<file path="config.mk">
export PLATFORM = sky130hd
export DESIGN_NAME = ascii_unsigned_integer_parser
export DESIGN_NICKNAME = d
export VERILOG_FILES = /design/src/rtl/auip_pkg.sv /design/src/rtl/ascii_unsigned_integer_parser.sv
export SDC_FILE = /design/constraint.sdc
export NUM_CORES = 2
export LEC_CHECK = 0
export BUFFER_PORTS_ARGS = -buffer_cell sky130_fd_sc_hd__buf_2
export CAP_MARGIN = 20
export CORE_MARGIN = 1
export CORE_UTILIZATION = 52
export CTS_CLUSTER_SIZE = 12
export DETAILED_ROUTE_END_ITERATION = 10
export GPL_ROUTABILITY_DRIVEN = 0
export MAX_ROUTING_LAYER = met4
export PLACE_DENSITY = 0.69
export SYNTH_ARGS = -nofsm -noshare
export SYNTH_HDL_FRONTEND = slang
export SYNTH_SLANG_ARGS = --single-unit
export TNS_END_PERCENT = 30
</file>
<file path="constraint.sdc">
create_clock -name clock -period 46.8 [get_ports clock]
set_input_delay 4.68 -clock clock [delete_from_list [all_inputs] [get_ports clock]]
set_output_delay 4.68 -clock clock [all_outputs]
set_load 0.03 [all_outputs]
</file>
<file path="src/rtl/auip_pkg.sv">
`timescale 1ns / 1ps

package auip_pkg;

   localparam int BASE_WIDTH  = 6;
   localparam int VALUE_WIDTH = 128;
   localparam int RSP_COUNT_WIDTH = 16;
   localparam int DIGIT_WIDTH = 6;

   localparam logic [DIGIT_WIDTH-1:0] NO_DIGIT = 6'd36;

   localparam logic [7:0] CHAR_ZERO    = 8'h30;
   localparam logic [7:0] CHAR_X_LOWER = 8'h78;
   localparam logic [7:0] CHAR_X_UPPER = 8'h58;
   localparam logic [7:0] CHAR_B_LOWER = 8'h62;
   localparam logic [7:0] CHAR_B_UPPER = 8'h42;
   localparam logic [7:0] CHAR_SPACE   = 8'h20;
   localparam logic [7:0] CHAR_TAB     = 8'h09;
   localparam logic [7:0] CHAR_CR      = 8'h0D;

   localparam logic [BASE_WIDTH-1:0] BASE_AUTO = 6'd0;
   localparam logic [BASE_WIDTH-1:0] BASE_BIN  = 6'd2;
   localparam logic [BASE_WIDTH-1:0] BASE_OCT  = 6'd8;
   localparam logic [BASE_WIDTH-1:0] BASE_DEC  = 6'd10;
   localparam logic [BASE_WIDTH-1:0] BASE_HEX  = 6'd16;

   typedef enum logic [2:0] {
      PH_IDLE,
      PH_SKIPWS,
      PH_ZERO_AUTO,
      PH_ZERO_FIXED,
      PH_DIGITS,
      PH_DONE
   } phase_type;

   typedef struct packed {
      logic [VALUE_WIDTH-1:0]     value;
      logic [RSP_COUNT_WIDTH-1:0] count;
      logic [BASE_WIDTH-1:0]      base;
   } rsp_word_type;

   function automatic logic [DIGIT_WIDTH-1:0] digit_value(input logic [7:0] c);
      logic [DIGIT_WIDTH-1:0] d;
      d = NO_DIGIT;
      if (c inside {[8'h30:8'h39]}) d = DIGIT_WIDTH'(c - 8'h30);
      else if (c inside {[8'h61:8'h7A]}) d = DIGIT_WIDTH'(c - 8'h61 + 8'd10);
      else if (c inside {[8'h41:8'h5A]}) d = DIGIT_WIDTH'(c - 8'h41 + 8'd10);
      return d;
   endfunction

endpackage

</file>
<file path="src/rtl/ascii_unsigned_integer_parser.sv">
`timescale 1ns / 1ps

// channel   dir  handshake          word
// req_      in   valid / stall      char_byte, first_of_string
// rsp_      out  valid / stall      value_low, value_high, consumed_count, base_used
// csr_      in   valid / ready      base (ready always high)
//
// One character is taken every cycle while req_stall is low; the 128-bit multiply-accumulate by the
// base and the phase update sit between the request port and the state registers.
// A result is registered into a two-word queue when its terminating character is taken.
// req_stall rises only while both queue words wait on rsp_stall.
// Synchronous reset clears phase, base register and the queue; no clearing pass.

module ascii_unsigned_integer_parser #(
   parameter int COUNT_WIDTH = 16
) (
   input  logic                                   clock,
   input  logic                                   reset,
   input  logic                                   req_valid,
   output logic                                   req_stall,
   input  logic [7:0]                             req_char_byte,
   input  logic                                   req_first_of_string,
   output logic                                   rsp_valid,
   input  logic                                   rsp_stall,
   output logic [63:0]                            rsp_value_low,
   output logic [63:0]                            rsp_value_high,
   output logic [auip_pkg::RSP_COUNT_WIDTH-1:0]   rsp_consumed_count,
   output logic [auip_pkg::BASE_WIDTH-1:0]        rsp_base_used,
   input  logic                                   csr_valid,
   output logic                                   csr_ready,
   input  logic [auip_pkg::BASE_WIDTH-1:0]        csr_base
);
   import auip_pkg::*;

   localparam logic [COUNT_WIDTH-1:0] COUNT_MAX = {COUNT_WIDTH{1'b1}};

   logic [BASE_WIDTH-1:0]  base_ff;
   phase_type              phase_ff, phase_in, phase_start;
   logic [VALUE_WIDTH-1:0] acc_ff, acc_in, acc_start, acc_prod;
   logic [BASE_WIDTH-1:0]  eb_ff, eb_in, eb_start, eb_mid;
   logic [COUNT_WIDTH-1:0] cnt_ff, cnt_in, cnt_start;

   logic                   req_fire, rsp_pop, push;
   logic                   is_space, is_zero, is_x, is_b, prefix_match, digit_ok;
   logic [DIGIT_WIDTH-1:0] digit;
   logic                   count_inc, take_digit, emit;

   logic [1:0]             occ_ff, occ_in;
   rsp_word_type           head_ff, head_in, spare_ff, spare_in, new_word;
   logic [COUNT_WIDTH+RSP_COUNT_WIDTH-1:0] cnt_wide;

   assign csr_ready = 1'b1;
   assign req_stall = (occ_ff == 2'd2);
   assign req_fire  = req_valid && !req_stall;
   assign rsp_valid = (occ_ff != 2'd0);
   assign rsp_pop   = rsp_valid && !rsp_stall;

   // a first_of_string character restarts from a clean state
   assign phase_start = req_first_of_string ? PH_SKIPWS : phase_ff;
   assign acc_start   = req_first_of_string ? '0 : acc_ff;
   assign cnt_start   = req_first_of_string ? '0 : cnt_ff;
   assign eb_start    = req_first_of_string ? base_ff : eb_ff;

   assign is_space = (req_char_byte == CHAR_SPACE) ||
                     (req_char_byte inside {[CHAR_TAB:CHAR_CR]});
   assign is_zero  = (req_char_byte == CHAR_ZERO);
   assign is_x     = (req_char_byte == CHAR_X_LOWER) || (req_char_byte == CHAR_X_UPPER);
   assign is_b     = (req_char_byte == CHAR_B_LOWER) || (req_char_byte == CHAR_B_UPPER);
   assign prefix_match = (eb_start == BASE_HEX && is_x) || (eb_start == BASE_BIN && is_b);
   assign digit    = digit_value(req_char_byte);

   // base in force for this character after prefix detection
   always_comb begin
      eb_mid = eb_start;
      case (phase_start)
         PH_SKIPWS: begin
            if (eb_start == BASE_AUTO && !is_space && !is_zero) eb_mid = BASE_DEC;
         end
         PH_ZERO_AUTO: begin
            if (is_x) eb_mid = BASE_HEX;
            else if (is_b) eb_mid = BASE_BIN;
            else eb_mid = BASE_OCT;
         end
         default: eb_mid = eb_start;
      endcase
   end

   assign digit_ok = (digit != NO_DIGIT) && (digit < eb_mid);

   // next phase
   always_comb begin
      phase_in = phase_start;
      case (phase_start)
         PH_SKIPWS: begin
            if (is_space) phase_in = PH_SKIPWS;
            else if (eb_start == BASE_AUTO && is_zero) phase_in = PH_ZERO_AUTO;
            else if (eb_start != BASE_AUTO && is_zero &&
                     (eb_start == BASE_BIN || eb_start == BASE_HEX))
               phase_in = PH_ZERO_FIXED;
            else phase_in = digit_ok ? PH_DIGITS : PH_DONE;
         end
         PH_ZERO_AUTO: begin
            if (is_x || is_b) phase_in = PH_DIGITS;
            else phase_in = digit_ok ? PH_DIGITS : PH_DONE;
         end
         PH_ZERO_FIXED: begin
            if (prefix_match) phase_in = PH_DIGITS;
            else phase_in = digit_ok ? PH_DIGITS : PH_DONE;
         end
         PH_DIGITS: phase_in = digit_ok ? PH_DIGITS : PH_DONE;
         default:   phase_in = phase_start;
      endcase
   end

   // datapath controls
   always_comb begin
      count_inc  = 1'b0;
      take_digit = 1'b0;
      emit       = 1'b0;
      case (phase_start)
         PH_SKIPWS: begin
            if (is_space || (is_zero && (eb_start == BASE_AUTO ||
                eb_start == BASE_BIN || eb_start == BASE_HEX))) begin
               count_inc = 1'b1;
            end else begin
               take_digit = digit_ok;
               count_inc  = digit_ok;
               emit       = !digit_ok;
            end
         end
         PH_ZERO_AUTO: begin
            if (is_x || is_b) begin
               count_inc = 1'b1;
            end else begin
               take_digit = digit_ok;
               count_inc  = digit_ok;
               emit       = !digit_ok;
            end
         end
         PH_ZERO_FIXED: begin
            if (prefix_match) begin
               count_inc = 1'b1;
            end else begin
               take_digit = digit_ok;
               count_inc  = digit_ok;
               emit       = !digit_ok;
            end
         end
         PH_DIGITS: begin
            take_digit = digit_ok;
            count_inc  = digit_ok;
            emit       = !digit_ok;
         end
         default: begin
            count_inc  = 1'b0;
            take_digit = 1'b0;
            emit       = 1'b0;
         end
      endcase
   end

   // 128 x 6 multiply, wraps mod 2^128
   assign acc_prod = VALUE_WIDTH'(acc_start * VALUE_WIDTH'(eb_mid));
   assign acc_in   = take_digit ? acc_prod + VALUE_WIDTH'(digit) : acc_start;
   assign cnt_in   = (count_inc && cnt_start != COUNT_MAX) ? cnt_start + 1'b1 : cnt_start;
   assign eb_in    = eb_mid;

   assign cnt_wide       = {{RSP_COUNT_WIDTH{1'b0}}, cnt_start};
   assign new_word.value = acc_start;
   assign new_word.count = cnt_wide[RSP_COUNT_WIDTH-1:0];
   assign new_word.base  = eb_mid;
   assign push           = req_fire && emit;

   // two-word result queue: head drives the port, spare catches a word behind it
   always_comb begin
      occ_in   = occ_ff;
      head_in  = head_ff;
      spare_in = spare_ff;
      case (occ_ff)
         2'd0: begin
            if (push) begin
               head_in = new_word;
               occ_in  = 2'd1;
            end
         end
         2'd1: begin
            if (push && rsp_pop) begin
               head_in = new_word;
            end else if (push) begin
               spare_in = new_word;
               occ_in   = 2'd2;
            end else if (rsp_pop) begin
               occ_in = 2'd0;
            end
         end
         2'd2: begin
            if (rsp_pop) begin
               head_in = spare_ff;
               occ_in  = 2'd1;
            end
         end
         default: occ_in = 2'd0;
      endcase
   end

   always_ff @(posedge clock) begin
      if (reset) begin
         base_ff  <= BASE_AUTO;
         phase_ff <= PH_IDLE;
         occ_ff   <= 2'd0;
         acc_ff   <= '0;
         eb_ff    <= '0;
         cnt_ff   <= '0;
      end else begin
         if (csr_valid && csr_ready) base_ff <= csr_base;
         if (req_fire) begin
            phase_ff <= phase_in;
            acc_ff   <= acc_in;
            eb_ff    <= eb_in;
            cnt_ff   <= cnt_in;
         end
         occ_ff <= occ_in;
      end
   end

   always_ff @(posedge clock) begin
      head_ff  <= head_in;
      spare_ff <= spare_in;
   end

   assign rsp_value_low      = head_ff.value[63:0];
   assign rsp_value_high     = head_ff.value[127:64];
   assign rsp_consumed_count = head_ff.count;
   assign rsp_base_used      = head_ff.base;

endmodule

</file>
==> run summary <==
R2R Path End = acc_ff[92]
Cts repair resizes = 0
Hold_buf cts = 0
Setup bufs post-CTS = 0
Post-layout nets = 5,431
Cell area after synthesis = 42,000 sq um
Min-Delay Startpoint = acc_ff[95]
Syn Inst Count = 4,640
Setup_tns = 0 ns
I/O pin count = 173
First-pass GRT wire length = 179,000 um
Die area = 82,000 sq um
Hold Path Class = register to register
Worst Clk Skew = 0.0176 ns
Pin count of the biggest net entering global routing = 120
DR vias = 33.5k
Rows = 103
Clock Tree Root = clkbuf_16
Via-to-Cell Ratio = 5.83
Tmin final = 13.49 ns
Drt pass-1 iters = 6
Status = finished, final reports clean
Worst Setup SP = req_first_of_string
YS warnings = 0
Slew Limit Headroom = 31.4%
Pwr/cell area = 21.9 nW/um^2
CTS tree = yes
Worst EP required = 47.32 ns
Grt ovf = 0
Max VDD drop = 0.0277 mV
Initial antenna violation count = 0
Sequential area share after synthesis = 29.1%
Diode count = 0
Chip height = 286 um
H-tree Lvls = 2
Final wirelength = 108,000 um
RSZ-0062 raised after global routing = no
Dpl cells = 5,638
Total Routing Usage GR = 27.8%
Layout cell share with drive strength beyond 1 = 7.32%
Worst-path clk slew = 0.06 ns
F_max = 74.1 MHz
#FFs+latches synth = 461
WP data arrival = 14.02 ns
Final Hold Vio Count = 0
Synth-to-Final Area Change = 7.92%
Detailed Place HPWL = 78,800 um
Syn nets = 5,427
Design area = 45,400 sq um
CP endpoint kind = register
Post-Layout Cell Count = 5,737
R2R depth = 24
Final Setup Violations = 0
CP max FO = 44
Flop-to-flop setup slack = 37.48 ns
Leakage = 21.1 nW
Primary FF master, synth = edfxtp_1
Port Buffers = 171
WS Path Type = primary input to register
Worst-Margin Slew = 1.02 ns
Num CTS Buffers = 54
DRC violations left = 0
Number of global-route vias before repair = 33.9k
Max Slew Vio Count = 0
Initial drt markers = 2,429
Worst-skew pair later-pin latency = 0.64 ns
Avg Inst Size Synth = 9.06 sq um
Distinct cell type count after synthesis = 96
Finished Core Util = 57.1%
Cells on Worst Hold Path = 2
Post-synth ARST share = 0%
Final period util = 28.8%
Die width = 286 um
Endpoint, Worst Hold = acc_ff[95]
Max-cap violations = 0
Core outline area = 79,500 sq um
Final ANT Viol Nets = 0
Final Power = 0.992 mW
Most common cell after layout, fill and taps aside = nor2_1
Commonest non-fill, non-tap cells in the layout = nor2_1 (915), nand2_1 (659), fa_1 (496), edfxtp_1 (300), o21ai_0 (285)
Worst r2r src = base_ff[5]
Max clock buf depth = 3
Cell area reported after detailed placement = 43,600 sq um
Type of origin of the critical path = primary input
DR WL/cell = 18.8 um
EDFF count, synth = 300
Starting Density = 52.9%
Clock sink count = 461
-- per-stage QoR --
step	setup WS, ns	hold WS, ns
6_report	33.31	0.454
5_1_grt	33.03	0.480
4_1_cts	33.64	0.457
3_5_place_dp	33.00	0.442
3_3_place_gp	33.25	0.433
2_1_floorplan	27.80	0.423
-- registers in the layout, indices dropped and copies added, names as in the netlist --
register / count
spare_ff: 150
occ_ff: 2
rsp_value_low: 64
cnt_ff: 16
acc_ff: 128
base_ff: 6
phase_ff: 3
rsp_value_high: 64
rsp_consumed_count: 16
rsp_base_used: 6
eb_ff: 6
-- how the worst max path moves through the flow --
stage                            end  cells after the start
floorplan           rsp_base_used[0]                     18
global placement          acc_ff[92]                     27
detailed placement        acc_ff[92]                     26
CTS                       acc_ff[92]                     27
global route              acc_ff[92]                     26
finish                    acc_ff[92]                     26
-- cell families after synthesis --
logic type	share of synthesized area, %
other cells	0.00892
flops	29.1
simple gates	18.6
buf+inv	4.59
fa+ha+maj	31.7
mux	0.485
compound gates	12.7
xor+xnor	2.87
-- synth_stat cells (all sizes together) (70+ instances only) --
cell type	instances	area, sq um
nor2	917	3450
a21o	74	556
clkbuf	201	757
fa	496	9930
a21oi	252	1280
nand2	662	2480
xnor2	78	683
dfxtp	161	3220
ha	271	3390
nand3	70	363
inv	241	905
edfxtp	300	9010
o21ai	290	1470
-- worst max-delay path: stages --
cell and delay (ns):
buf_2 0.08, buf_4 0.40, mux2i_1 0.46, nand2_1 0.11, nor3b_1 0.76, a21oi_1 0.42, nand2_4 0.55, clkinv_1 0.46
nand2_1 0.21, fa_1 0.44, fa_1 0.55, inv_1 0.05, fa_1 0.51, fa_1 0.50, ha_1 0.38, o211ai_1 0.13
o211ai_1 0.32, a211oi_1 0.21, o31ai_1 0.71, a21oi_1 0.16, o21ai_1 0.41, a31oi_1 0.32, o21ai_0 0.55, a21oi_1 0.23
mux2i_1 0.17, or2_1 0.22
-- final cells by class --
| type | count | area, sq um |
|---|---|---|
| Tap cell | 1050 | 1310 |
| Clock inverter | 32 | 402 |
| Inverter | 244 | 926 |
| Timing Repair Buffer | 202 | 1120 |
| Fill cell | 7097 | 34100 |
| Clock buffer | 67 | 1420 |
| Sequential cell | 461 | 12200 |
| Multi-Input combinational cell | 3681 | 28000 |
-- metal layers --
metal,vias up,part of all wire [%],global-route usage [%]
met1,16600,44,37.0
met3,183,5.9,3.37
met2,1044,48,45.2
li1,15600,-,-
met5,-,0,-
met4,0,2.4,6.72
-- power breakdown --
part,internal (mW),switching [mW]
sequential,0.446,0.00393
clock,0.256,0.189
combinational,0.0185,0.0792
No activity file was read; power rests on OpenSTA's default activity.
